**config.mk**
```make
export PLATFORM = sky130hd
export DESIGN_NAME = tkm_cell
export DESIGN_NICKNAME = d
export VERILOG_FILES = /design/src/rtl/tkm_pkg.sv /design/src/rtl/tkm_cell.sv
export SDC_FILE = /design/constraint.sdc
export NUM_CORES = 1
export LEC_CHECK = 0
export BUFFER_PORTS_ARGS = -buffer_cell sky130_fd_sc_hd__buf_2
export CAP_MARGIN = 20
export CORE_AREA = 4 4 369 371
export CTS_CLUSTER_DIAMETER = 120
export DETAILED_ROUTE_END_ITERATION = 6
export DIE_AREA = 0 0 373 375
export GPL_TIMING_DRIVEN = 0
export MAX_ROUTING_LAYER = met4
export PLACE_DENSITY = 0.35
export SETUP_SLACK_MARGIN = 0.5
export SYNTH_ARGS = -nofsm -noshare
export SYNTH_HDL_FRONTEND = slang
export SYNTH_SLANG_ARGS = --single-unit
```
**constraint.sdc**
```tcl
create_clock -name clock -period 10.45 [get_ports clock]
set_input_delay 0.5225 -clock clock [delete_from_list [all_inputs] [get_ports clock]]
set_output_delay 0.5225 -clock clock [all_outputs]
set_load 0.02 [all_outputs]
```
**src/rtl/tkm_pkg.sv**
```systemverilog
// shared types, constants and the ordering compare for the timestamp merge core
package tkm_pkg;

   // default number of source slots
   localparam int MAX_SOURCES_DEF = 16;

   // field widths
   localparam int SOURCE_W = 4;
   localparam int TS_W     = 64;
   localparam int WORD_W   = 32;
   localparam int SIDE_W   = 8;
   localparam int STATUS_W = 2;

   // command codes
   localparam logic CMD_PUSH = 1'b0;
   localparam logic CMD_POP  = 1'b1;

   // status codes
   localparam logic [STATUS_W-1:0] ST_OK      = 2'd0;
   localparam logic [STATUS_W-1:0] ST_EMPTY   = 2'd1;
   localparam logic [STATUS_W-1:0] ST_REFUSED = 2'd2;

   // one pending head record with its source slot
   typedef struct packed {
      logic        [SOURCE_W-1:0] source;
      logic signed [WORD_W-1:0]   symbol_key;
      logic signed [TS_W-1:0]     timestamp;
      logic signed [WORD_W-1:0]   bid_price;
      logic signed [WORD_W-1:0]   bid_size;
      logic signed [WORD_W-1:0]   ask_price;
      logic signed [WORD_W-1:0]   ask_size;
      logic        [SIDE_W-1:0]   side_code;
   } record_type;

   // per-cycle command broadcast to every cell
   typedef struct packed {
      logic push;
      logic pop;
   } cell_ctrl_type;

   // merge order: signed timestamp, then lower source first
   function automatic logic rec_less(input record_type a, input record_type b);
      logic ts_lt;
      logic ts_eq;
      ts_lt = a.timestamp < b.timestamp;
      ts_eq = a.timestamp == b.timestamp;
      return ts_lt || (ts_eq && (a.source < b.source));
   endfunction

endpackage

```
**src/rtl/tkm_cell.sv**
```systemverilog
// one cell of the sorted record chain: holds one record, shifts on insert and pop
module tkm_cell
   import tkm_pkg::*;
(
   input  logic          clock,
   input  logic          reset,
   input  cell_ctrl_type ctrl,
   input  record_type    new_rec,
   input  logic          prev_lt,
   input  logic          prev_valid,
   input  record_type    prev_rec,
   input  logic          next_valid,
   input  record_type    next_rec,
   output logic          own_lt,
   output logic          valid,
   output record_type    rec
);

   logic       valid_ff;
   logic       valid_in;
   record_type rec_ff;
   record_type rec_in;

   // new record belongs ahead of this cell's record (empty cells sort last)
   assign own_lt = !valid_ff || rec_less(new_rec, rec_ff);

   // insert: take left neighbor if the new record lands further left,
   // take the new record if it lands here; pop: take right neighbor
   always_comb begin
      valid_in = valid_ff;
      rec_in   = rec_ff;
      if (ctrl.push) begin
         if (prev_lt) begin
            valid_in = prev_valid;
            rec_in   = prev_rec;
         end else if (own_lt) begin
            valid_in = 1'b1;
            rec_in   = new_rec;
         end
      end else if (ctrl.pop) begin
         valid_in = next_valid;
         rec_in   = next_rec;
      end
   end

   // occupancy flag
   always_ff @(posedge clock) begin
      if (reset) begin
         valid_ff <= 1'b0;
      end else begin
         valid_ff <= valid_in;
      end
   end

   // record payload
   always_ff @(posedge clock) begin
      rec_ff <= rec_in;
   end

   assign valid = valid_ff;
   assign rec   = rec_ff;

endmodule

```
==> Yosys cells after proc, flatten, opt, wreduce, memory -nomap -nowiden <==
Cells that the tools add are included.
{ "classes": {"magnitude_cmp": 2, "n_eq_ne": 2, "n_mux": 8, "reduce_logical": 6} }
{ "op_table": {"columns": ["operator", "n"], "rows": [
  ["$mux 236", 4],
  ["$eq 64x64->1", 1],
  ["$lt 64x64->1", 1],
  ["$lt 4x4->1", 1],
  ["$mux 1", 4],
  ["$ne 3x1->1 const B", 1],
  ["$logic_or 1x1->1", 2],
  ["$reduce_and 2->1", 1],
  ["$reduce_bool 2->1", 1],
  ["$logic_and 1x1->1", 1],
  ["$logic_not 1->1", 1]
]} }
{ "totals": {"register_bits": 237, "inputBits": 715, "out_inout_bits": 238, "wordCells": 27} }

==> Depth between registers and ports, before layout <==
Gate-level depths: netlist of the first run.
{ "logic_depth": {"ltp_word": 7, "depth_mapped": 10, "ltp_nobuf": 10} }

==> Worst setup path after synthesis of the first run <==
Ideal clock, no wire load.
{ "synth_timing": {"path_type": "input -> register", "start": "in new_rec[150] (netlist bit)", "end": "reg valid_ff, in the netlist valid", "setup_ns": 0.082, "arrival_time_ns": 7.311, "t_required_ns": 10.368, "setup_slack_ns": 3.058, "cell_stages": 9, "n_path_buf": 0, "path_cell_list": "ha_1 -> a21oi_1 -> nand2_1 -> a221o_1 -> o31ai_1 -> a41o_1 -> a211o_1 -> o211a_1 -> mux2_4"} }
{ "synth_between": {"elab_chain_cells": 6, "word_cells_on_any_way": 7, "cone_classes": "order compare: 1; eq/ne: 2; reduce/logical: 4"} }
{ "synth_rtl": {"columns": ["item", "line", "rtl"], "rows": [
  ["start: declaration", "tkm_cell.sv:8", "input record_type new_rec,"],
  ["parallel branches: the longest is 2 deep, another holds $lt 64x64->1", null, null],
  ["$logic_or 1x1->1 (*)", "tkm_pkg.sv:47", "return ts_lt || (ts_eq && (a.source < b.source));"],
  ["$logic_or 1x1->1 (*)", "tkm_cell.sv:25", "assign own_lt = !valid_ff || rec_less(new_rec, rec_ff);"],
  ["$ne 3x1->1 (no line) (*)", null, null],
  ["$reduce_and 2->1 (no line) (*)", null, null],
  ["end signal: assignment", "tkm_cell.sv:51", "valid_ff <= valid_in;"],
  ["end: declaration", "tkm_cell.sv:19", "logic valid_ff;"]
]} }
Every way passes the cells marked *.
A chain may end at the register's enable or synchronous reset.

==> Worst setup path after layout of the first run <==
{ "layout_timing": {"start": "reg rec_ff, in the netlist rec[199]", "end": "reg rec_ff, in the netlist rec[51] (enable)"} }
{ "layout_between": {"elab_chain_cells": 6, "word_cells_on_any_way": 7, "cone_classes": "order compare: 1; eq/ne: 2; reduce/logical: 4"} }
{ "layout_rtl": {"columns": ["item", "line", "rtl"], "rows": [
  ["start: declaration", "tkm_cell.sv:21", "record_type rec_ff;"],
  ["start signal: assignment", "tkm_cell.sv:57", "rec_ff <= rec_in;"],
  ["parallel branches: the longest is 2 deep, another holds $lt 64x64->1", null, null],
  ["$logic_or 1x1->1 (*)", "tkm_pkg.sv:47", null],
  ["$logic_or 1x1->1 (*)", "tkm_cell.sv:25", null],
  ["$ne 3x1->1 (no line) (*)", null, null],
  ["$reduce_and 2->1 (no line) (*)", null, null]
]} }
Marks and branches as above.

==> results of run 1 <==
[where the power goes]
part	internal [mW]	switching (mW)	total (mW)
combinational	0.291	0.543	0.833
sequential	1.17	0.0351	1.20
clock	0.712	0.518	1.23
total	2.17	1.10	3.27
[area by class of cell]
type / count / area (um^2) / share of cell area [%]
clock inverter: 20 / 198 / 0.897
inverter: 68 / 255 / 1.16
buffer: 80 / 305 / 1.39
clock buffer: 45 / 935 / 4.24
timing repair buffer: 961 / 4990 / 22.7
tap: 1768 / 2210 / 10.0
multi-input combinational: 894 / 5990 / 27.2
antenna: 17 / 42.5 / 0.193
sequential: 237 / 7110 / 32.2
[layer usage]
metal	share of wire [%]	global-route usage [%]	vias up
met5	0	-	-
met4	1.7	2.38	0
met3	8.0	4.22	91
met2	48	22.8	643
met1	42	17.0	6757
li1	-	-	6674
[layout by cell type (no fill, tap or decap), types with 2 or more instances in the layout]
| cell | Yosys | final |
|---|---|---|
| nand3_1 | 8 | 8 |
| mux2i_1 | 236 | 236 |
| nor2_1 | 241 | 241 |
| ha_1 | 67 | 67 |
| diode_2 | 0 | 17 |
| clkbuf_16 | 0 | 36 |
| nor3_1 | 2 | 2 |
| o31ai_1 | 2 | 2 |
| nand2b_1 | 4 | 4 |
| a211oi_1 | 2 | 2 |
| buf_2 | 1 | 952 |
| edfxtp_1 | 236 | 236 |
| inv_1 | 68 | 68 |
| clkinv_1 | 0 | 8 |
| a21oi_1 | 264 | 264 |
| buf_8 | 0 | 5 |
| a221oi_1 | 2 | 2 |
| a21o_1 | 5 | 5 |
| nor2b_1 | 3 | 3 |
| clkbuf_1 | 60 | 67 |
| buf_16 | 0 | 6 |
| nand2_1 | 20 | 20 |
| clkinv_2 | 0 | 5 |
| nand4_1 | 10 | 10 |
| bufinv_16 | 0 | 3 |
| buf_1 | 19 | 18 |
| o21ai_0 | 9 | 9 |
| clkbuf_2 | 0 | 2 |
[worst max-delay path: stages (launching register included)]
cell	delay [ns]
edfxtp_1	0.40
inv_1	0.06
ha_1	0.44
nand4_1	0.31
nor4b_2	0.61
nand3_1	0.29
a211oi_1	0.32
and4b_1	0.23
nand3_1	0.09
o211a_4	0.72
buf_16	0.34
buf_16	0.33
[sequential cells by signal, indices dropped and copies added (netlist names)]
name,flops
rec,236
valid,1
[metrics by stage]
stage,setup TNS [ns],hold slack (ns)
after CTS,0,0.185
after detailed placement,0,0.671
after global placement,-383.59,0.664
after global routing,0,0.216
final,0,0.261
after floorplan,0,0.748
[cells by family (layout without fill, tap and decap cells)]
group | Yosys count | in the layout
other | 0 | 17
AO/OA/AOI/OAI | 293 | 293
multiplexers | 237 | 237
adder cells (fa/ha/maj) | 67 | 67
XOR/XNOR | 1 | 1
flip-flops | 237 | 237
AND/OR/NAND/NOR | 296 | 296
buffers and inverters | 148 | 1174
[how the worst max path moves through the flow]
stage               cells after the start  slack, ns                from            endpoint
floorplan                               9       3.06        new_rec[150]  valid$_SDFFE_PP0P_
global placement                       10      -1.89        new_rec[199]  valid$_SDFFE_PP0P_
detailed placement                     11       5.46        new_rec[199]   rec[48]$_DFFE_PP_
CTS                                    11       5.62  rec[199]$_DFFE_PP_   rec[51]$_DFFE_PP_
global route                           11       5.48  rec[199]$_DFFE_PP_   rec[44]$_DFFE_PP_
finish                                 11       5.82  rec[199]$_DFFE_PP_   rec[51]$_DFFE_PP_
==> results.txt, run 1 <==
Post-Syn Nets = 2,061
Max Buffers Root-to-Sink = 3
Cts hold-fix bufs = 0
Final worst-path cycle share = 44.3%
Unrepaired setup endpoints after global routing = false
Pre-CTS WS = 5.46 ns
Setup crit end kind = register
PwrDens = 148 mW/mm^2
Slew HR = 30.3%
Mapped Cells = 1,279
LEAKAGE = 10.2 nW
Placed insts = 4,008
Setup violators final = 0
Site row count = 134
Clock Skew = 0.0272 ns
Top-count cell post-synth = a21oi_1
# DRC = 0
Area leader, netlist = edfxtp_1
Starting Density = 10.3%
Sequential-to-total area share from yosys stat = 52.1%
Crit Path Category = reg2reg
Average size of a mapped cell = 10.7 um^2
Critical path arrival = 4.87 ns
Total Nets Final = 3,060
RR Startpoint = rec[199]$_DFFE_PP_
Via-per-instance ratio = 3.46
Layout cells sized above 1 = 44.3%
Peak VDD IR = 0.0941 mV
Worst-Margin Slew = 1.05 ns
Compound-Gate Fraction of Synth Area = 11.2%
H-tree depth = 2
Initial antenna violation count = 26
Vias in the first global route = 14,600
Die Footprint = 0.140 mm^2
Hold Path Sink = rec[99]$_DFFE_PP_
Final instance area = 0.0220 mm^2
Maximum clock rate = 216 MHz
Port Buffers = 950
Area Growth Syn to Fin = 61.5%
Post-synth design cell area = 0.0136 mm^2
Clock Latency Late Sink = 0.59 ns
First-pass GRT wire length = 129,000 um
Top area cells in the synthesized netlist = edfxtp_1, mux2i_1, a21oi_1
TritonCTS buffer count = 36
Reg clk slew, reported paths = 0.06 ns
Path depth of the worst reg2reg path = 11
Core area = 0.133 mm^2
Synth unique cells = 40
Fillers = 15,200
Final worst slack = 5.82 ns
Post-route insts no fill = 4,090
Simple-gate share of the synthesized area = 9.01%
CTS resizes = 0
Min Tclk post-route = 4.63 ns
Hold Startpoint = next_rec[99]
Max_cap viols = 0
Final Max Tran Viols = 0
Detail Placement HPWL = 86,500 um
# IOs = 953
Largest net degree at the start of global routing = 59
Worst reg-to-reg setup slack = 5.82 ns
Largest family of logic cells by synthesized area = multiplexers
RR Endpoint = rec[51]$_DFFE_PP_
Mux share of post-synthesis cell area = 17.4%
Area after DPL = 0.0209 mm^2
Total Power = 3.27 mW
Synth cell count leaders = a21oi_1, nor2_1, edfxtp_1, mux2i_1, inv_1
Tot GR Track Use = 13.9%
WHS Path Cells = 3
WL/cell = 24.4 um
Critical Path RT = 10.69 ns
CTS tree = done
Crit-path max FO = 58
CTS sink count = 237
Status = complete, no violations
Drt pass-1 iters = 5
Fin util = 16.6%
Startpoint class of the critical path = register
Final Wtd Congestion = 0.932
Vias = 14,200
GRT Residual Overflow = 0
DRT antenna net count = 0
Hold/Removal Path Class = in2reg
XOR/XNOR Fraction of Synth Area = 0.0642%
Synth Area in Adders = 6.14%
DIE HEIGHT = 375 um
DR iter-0 viols = 891
Postcts setup bufs = 0
Die width = 373 um
Async set-or-reset flop fraction in the synthesized netlist = 0%
Synth warn = 0
Post-Route WL = 99,600 um
Post-synth top area share = 51.9%
EDFF count, synth = 236
Endpoints failing hold = 0
Register bit total from synthesis = 237
Synth Flop Type = edfxtp_1
Root Buffer = clkbuf_16
Power figures use the tool's default switching activity.
==> run 2: changes to the inputs <==
==> constraint.sdc (replaced) <==
create_clock -name clock -period 3.9 [get_ports clock]
set_input_delay 0.195 -clock clock [delete_from_list [all_inputs] [get_ports clock]]
set_output_delay 0.195 -clock clock [all_outputs]
set_load 0.02 [all_outputs]
==> results.txt, run 2 (synthesis gave the netlist of run 1 again) <==
Status = complete, no violations (unchanged)
Min Tclk post-route = 3.30 ns (was 4.63 ns)
Critical Path RT = 4.22 ns (was 10.69 ns)
TritonCTS buffer count = 37 (was 36)
Startpoint class of the critical path = register (unchanged)
# IOs = 953 (unchanged)
DIE HEIGHT = 375 um (unchanged)
Core area = 0.133 mm^2 (unchanged)
Total Nets Final = 3,441 (was 3,060)
Clock Skew = 0.0273 ns (was 0.0272 ns)
Setup TNS = 0 ns (unchanged)
First-pass GRT wire length = 139,000 um (was 129,000 um)
Crit-path max FO = 14 (was 58)
Sequential share of power = 34.7% (was 36.9%)
Tot GR Track Use = 14.9% (was 13.9%)
Die Footprint = 0.140 mm^2 (unchanged)
Via-per-instance ratio = 3.52 (was 3.46)
Starting Density = 10.3% (unchanged)
Commonest non-fill, non-tap cell in the layout = buf_2 (unchanged)
CP dominant cell by count = buf_16
LEAKAGE = 11.9 nW (was 10.2 nW)
Max Buffers Root-to-Sink = 3 (unchanged)
Final worst-path cycle share = 84.5% (was 44.3%)
Max_cap viols = 0 (unchanged)
Hold_ws = 0.0438 ns (was 0.261 ns)
Total Power = 9.34 mW (was 3.27 mW)
Post-Route WL = 107,000 um (was 99,600 um)
Critical path arrival = 3.62 ns (was 4.87 ns)
Commonest non-fill, non-tap cells in the layout = buf_2, dlygate4sd3_1, a21oi_1 (was buf_2, a21oi_1, nor2_1)
# DRC = 0 (unchanged)
Worst-Margin Slew = 1.06 ns (was 1.05 ns)
Number of flip-flops in the largest register = 236 (unchanged)
Internal power = 6.26 mW (was 2.17 mW)
Clk pwr share = 36.3% (was 37.7%)
Port Buffers = 950 (unchanged)
Final Wtd Congestion = 0.933 (was 0.932)
PwrDens = 356 mW/mm^2 (was 148 mW/mm^2)
Drt pass-1 iters = 5 (unchanged)
Vias in the first global route = 16,300 (was 14,600)
Clock Latency Late Sink = 0.57 ns (was 0.59 ns)
Setup violators final = 0 (unchanged)
Final Max Tran Viols = 0 (unchanged)
Initial antenna violation count = 38 (was 26)
Area after DPL = 0.0210 mm^2 (was 0.0209 mm^2)
Die width = 373 um (unchanged)
H-tree depth = 2 (unchanged)
Final instance area = 0.0262 mm^2 (was 0.0220 mm^2)
CP max-delay cell = edfxtp_1 (was o211a_4)
Setup crit end kind = register (unchanged)
DR iter-0 viols = 732 (was 891)
Sw Ratio = 33.0% (was 33.5%)
Crit Path Category = reg2reg (unchanged)
Vias = 15,800 (was 14,200)
DRT antenna net count = 0 (unchanged)
Buffer and inverter count on the worst path = 6 (was 3)
Root Buffer = clkbuf_16 (unchanged)
CTS sink count = 237 (unchanged)
GRT Residual Overflow = 0 (unchanged)
Top delay family on crit path = compound AO/OA/AOI/OAI gates (was simple AND/OR/NAND/NOR gates)
Unrepaired setup endpoints after global routing = true (was false)
Reg clk slew, reported paths = 0.06 ns (about the same)
Area Growth Syn to Fin = 92.1% (was 61.5%)
CTS tree = done (unchanged)
Maximum clock rate = 303 MHz (was 216 MHz)
Post-route insts no fill = 4,473 (was 4,090)
Detail Placement HPWL = 89,100 um (was 86,500 um)
Psw = 3.08 mW (was 1.10 mW)
Critical path's largest stage delay = 0.48 ns (was 0.72 ns)
Placed insts = 4,009 (was 4,008)
Hold/Removal Path Class = in2reg (unchanged)
Fillers = 15,100 (was 15,200)
Layout cells sized above 1 = 39.7% (was 44.3%)
Comb pwr share = 29.0% (was 25.5%)
Critical path cell sequence = inv_2 -> ha_4 -> nand4_1 -> buf_6 -> nor4_4 -> buf_4 -> a21boi_4 -> o31ai_2 -> a41o_2 -> a211o_1 -> o211a_4 -> buf_16 -> buf_16 -> bufbuf_16 (was inv_1 -> ha_1 -> nand4_1 -> nor4b_2 -> nand3_1 -> a211oi_1 -> and4b_1 -> nand3_1 -> o211a_4 -> buf_16 -> buf_16)
Largest net degree at the start of global routing = 36 (was 59)
Endpoints failing hold = 0 (unchanged)
Peak VDD IR = 0.235 mV (was 0.0941 mV)
Slew HR = 29.5% (was 30.3%)
Site row count = 134 (unchanged)
WL/cell = 23.9 um (was 24.4 um)
==> run 2: repair_timing <==
action | CTS | global route
hold endpoints to repair | 204 | 0
setup endpoints to repair | 238 | 128
buffers inserted | 15 | 0
hold buffers | 357 | 0
pin swaps | 10 | 3
gates resized for setup | 14 | 9
gates cloned | 7 | 0
==> run 2: final timing paths <==
kind | from | endpoint | depth (start not counted) | slack, ns
worst max-delay path | rec[146]$_DFFE_PP_ | rec[68]$_DFFE_PP_ | 14 | 0.60
worst min-delay path | next_rec[193] | rec[193]$_DFFE_PP_ | 3 | 0.04
worst max register to register | rec[146]$_DFFE_PP_ | rec[68]$_DFFE_PP_ | 14 | 0.60
worst min register to register | valid$_SDFFE_PP0P_ | valid$_SDFFE_PP0P_ | 2 | 0.73
==> run 2: power by group through the flow <==
stage / sequential, mW / clock [mW] / combinational, mW
6_report: 3.24 / 3.39 / 2.71
3_3_place_gp: 3.31 / 0 / 2.27
2_1_floorplan: 3.61 / 0 / 0.670
4_1_cts: 3.24 / 3.59 / 2.77
5_1_grt: 3.26 / 3.66 / 2.92
3_5_place_dp: 3.30 / 0 / 2.30
==> run 2: layout make-up <==
cell class	instances	area, um^2	area share (%)
Multi-Input combinational cell	894	6150	23.5
Clock inverter	24	209	0.797
Tap cell	1768	2210	8.44
Inverter	68	255	0.974
Sequential cell	237	7110	27.1
Timing Repair Buffer	1341	8950	34.2
Antenna cell	19	47.5	0.181
Clock buffer	42	966	3.69
Buffer	80	305	1.16
==> run 2: routing by layer <==
layer / up-vias / GRT usage [%] / routed length [um]
met3: 105 / 4.20 / 7630
li1: 7452 / - / -
met5: - / - / 0
met4: 0 / 3.83 / 2930
met1: 7541 / 17.9 / 45000
met2: 656 / 24.6 / 51100
==> run 2: worst register-to-register path: cells and delay by family, from the launching register on <==
kind	cells	cell delay [ns]
adder cells (fa/ha/maj)	1	0.27
flip-flops	1	0.48
buffers and inverters	6	1.03
AND/OR/NAND/NOR	2	0.20
AO/OA/AOI/OAI	5	1.08
==> run 2: per-stage QoR <==
stage	setup slack [ns]	util [%]
2_1_floorplan	-0.215	-
3_3_place_gp	-2.73	15.5
3_5_place_dp	-0.792	15.8
4_1_cts	0.507	19.7
5_1_grt	0.487	19.7
6_report	0.605	19.7
==> run 3: changes to the inputs <==
==> constraint.sdc (replaced) <==
create_clock -name clock -period 3.45 [get_ports clock]
set_input_delay 0.1725 -clock clock [delete_from_list [all_inputs] [get_ports clock]]
set_output_delay 0.1725 -clock clock [all_outputs]
set_load 0.02 [all_outputs]
==> results.txt, run 3 (synthesis gave the netlist of run 1 again) <==
Status = complete, no violations (unchanged)
Detail Placement HPWL = 89,100 um (unchanged)
Max_cap viols = 0 (unchanged)
Post-Route WL = 109,000 um (was 107,000 um)
Clock Latency Late Sink = 0.57 ns (about the same)
Layout cells sized above 1 = 40.3% (was 39.7%)
Comb pwr share = 30.8% (was 29.0%)
Setup violators final = 0 (unchanged)
Clock Skew = 0.0296 ns (was 0.0273 ns)
Reg clk slew, reported paths = 0.06 ns (about the same)
CTS sink count = 237 (unchanged)
Tot GR Track Use = 15.2% (was 14.9%)
Critical Path RT = 3.78 ns (was 4.22 ns)
LEAKAGE = 12.5 nW (was 11.9 nW)
Total Nets Final = 3,532 (was 3,441)
Post-route insts no fill = 4,563 (was 4,473)
Number of flip-flops in the largest register = 236 (unchanged)
Min Tclk post-route = 3.32 ns (was 3.30 ns)
Met3 Use GR = 4.01% (was 4.20%)
Max Buffers Root-to-Sink = 3 (unchanged)
Internal power = 7.27 mW (was 6.26 mW)
Final instance area = 0.0276 mm^2 (was 0.0262 mm^2)
Die width = 373 um (unchanged)
Busiest layer in global routing = met2 (unchanged)
Area Growth Syn to Fin = 102% (was 92.1%)
Critical path's largest stage delay = 0.47 ns (was 0.48 ns)
Psw = 3.56 mW (was 3.08 mW)
Vias = 16,200 (was 15,800)
GRT Residual Overflow = 0 (unchanged)
Area after DPL = 0.0210 mm^2 (unchanged)
Sw Ratio = 32.9% (was 33.0%)
Final Wtd Congestion = 0.933 (unchanged)
CTS tree = done (unchanged)
# IOs = 953 (unchanged)
PwrDens = 393 mW/mm^2 (was 356 mW/mm^2)
Final Max Tran Viols = 0 (unchanged)
First-pass GRT wire length = 142,000 um (was 139,000 um)
Maximum clock rate = 301 MHz (was 303 MHz)
Commonest non-fill, non-tap cells in the layout = buf_2, dlygate4sd3_1, a21oi_1 (unchanged)
TritonCTS buffer count = 37 (unchanged)
Site row count = 134 (unchanged)
WL/cell = 24.0 um (was 23.9 um)
Commonest non-fill, non-tap cell in the layout = buf_2 (unchanged)
Total Power = 10.8 mW (was 9.34 mW)
Hold/Removal Path Class = in2reg (unchanged)
Via-per-instance ratio = 3.54 (was 3.52)
Placed insts = 4,009 (unchanged)
Unrepaired setup endpoints after global routing = true (unchanged)
Buffer and inverter count on the worst path = 7 (was 6)
Crit-path max FO = 7 (was 14)
DRT antenna net count = 0 (unchanged)
DIE HEIGHT = 375 um (unchanged)
Largest net degree at the start of global routing = 24 (was 36)
Starting Density = 10.3% (unchanged)
Initial antenna violation count = 37 (was 38)
Sequential share of power = 33.8% (was 34.7%)
Port Buffers = 950 (unchanged)
Critical path arrival = 3.65 ns (was 3.62 ns)
Drt pass-1 iters = 6 (was 5)
Final worst-path cycle share = 96.4% (was 84.5%)
Startpoint class of the critical path = register (unchanged)
Peak VDD IR = 0.272 mV (was 0.235 mV)
Critical path cell sequence = inv_2 -> ha_4 -> nand4_1 -> buf_6 -> nor4_4 -> buf_4 -> a21boi_4 -> o31ai_2 -> a41o_4 -> a211o_1 -> o211a_4 -> buf_16 -> buf_16 -> buf_12 -> buf_16 (was inv_2 -> ha_4 -> nand4_1 -> buf_6 -> nor4_4 -> buf_4 -> a21boi_4 -> o31ai_2 -> a41o_2 -> a211o_1 -> o211a_4 -> buf_16 -> buf_16 -> bufbuf_16)
Core area = 0.133 mm^2 (unchanged)
Crit Path Category = reg2reg (unchanged)
GR Util met2 = 25.2% (was 24.6%)
Top delay family on crit path = compound AO/OA/AOI/OAI gates (unchanged)
Setup crit end kind = register (unchanged)
Slew HR = 30.3% (was 29.5%)
Worst-Margin Slew = 1.05 ns (was 1.06 ns)
Die Footprint = 0.140 mm^2 (unchanged)
Clk pwr share = 35.4% (was 36.3%)
Hold_ws = 0.0427 ns (was 0.0438 ns)
# DRC = 0 (unchanged)
CP dominant cell by count = buf_16 (unchanged)
Root Buffer = clkbuf_16 (unchanged)
Final worst slack = 0.125 ns (was 0.605 ns)
Fin util = 20.7% (was 19.7%)
H-tree depth = 2 (unchanged)
CP max-delay cell = edfxtp_1 (unchanged)
M1 GR Usage = 18.4% (was 17.9%)
Vias in the first global route = 16,800 (was 16,300)
Endpoints failing hold = 0 (unchanged)
DR iter-0 viols = 729 (was 732)
Pre-CTS WS = -1.24 ns (was -0.792 ns)
Setup TNS = 0 ns (unchanged)
-- run 3: changes by cell type in the layout (fill, tap and decap cells not counted), moves of 3 or more --
cell / before / now
dlygate4sd3_1: 357 / 401
buf_16: 12 / 30
buf_12: 0 / 13
buf_4: 13 / 24
clkbuf_16: 38 / 43
bufbuf_16: 4 / 0
buf_8: 3 / 6
-- run 3: area by class of cell --
type                    instances  area (um^2)
well taps                    1768         2210
inverters                      68          255
clock inverters                24          209
multi-input cells             894         6190
flip-flops and latches        237         7110
fillers                     15000       105000
diodes                         18         45.0
clock buffers                  42          966
plain buffers                  80          308
repair buffers               1432        10300
-- run 3: path summary, 6_finish.rpt --
kind / end / start / slack (ns) / cells past startpoint
worst max-delay path: rec[71]$_DFFE_PP_ / rec[146]$_DFFE_PP_ / 0.13 / 15
worst min-delay path: rec[193]$_DFFE_PP_ / prev_rec[193] / 0.04 / 3
worst max register to register: rec[71]$_DFFE_PP_ / rec[146]$_DFFE_PP_ / 0.13 / 15
worst min register to register: valid$_SDFFE_PP0P_ / valid$_SDFFE_PP0P_ / 0.73 / 2
-- run 3: timing repair --
action | 4_1_cts | 5_1_grt
endpoints found under the setup margin | 238 | 240
resized for setup | 56 | 18
hold endpoints to repair | 221 | 0
buffers inserted | 29 | 14
hold buffers | 401 | 0
cloned | 21 | 5
pin swaps | 14 | 8
-- run 3: metal layers --
metal / part of all wire [%] / up-vias
met5: 0 / -
li1: - / 7630
met4: 2.5 / 0
met1: 43 / 7785
met2: 48 / 652
met3: 6.6 / 101
-- run 3: power groups by stage --
| stage | registers [mW] | clock network [mW] | logic (mW) |
|---|---|---|---|
| after floorplan | 4.08 | 0 | 0.758 |
| after global placement | 3.74 | 0 | 2.57 |
| after detailed placement | 3.73 | 0 | 2.61 |
| after CTS | 3.66 | 4.06 | 3.35 |
| after global routing | 3.69 | 4.13 | 3.58 |
| final | 3.66 | 3.83 | 3.34 |
-- run 3: worst register-to-register path, delay by kind of cell, from the launching register on --
family / cells / cell delay (ns)
buffers and inverters: 7 / 1.02
adders and majority gates: 1 / 0.27
DFF: 1 / 0.47
AOI/OAI and AO/OA: 5 / 1.11
and+or+nand+nor: 2 / 0.20
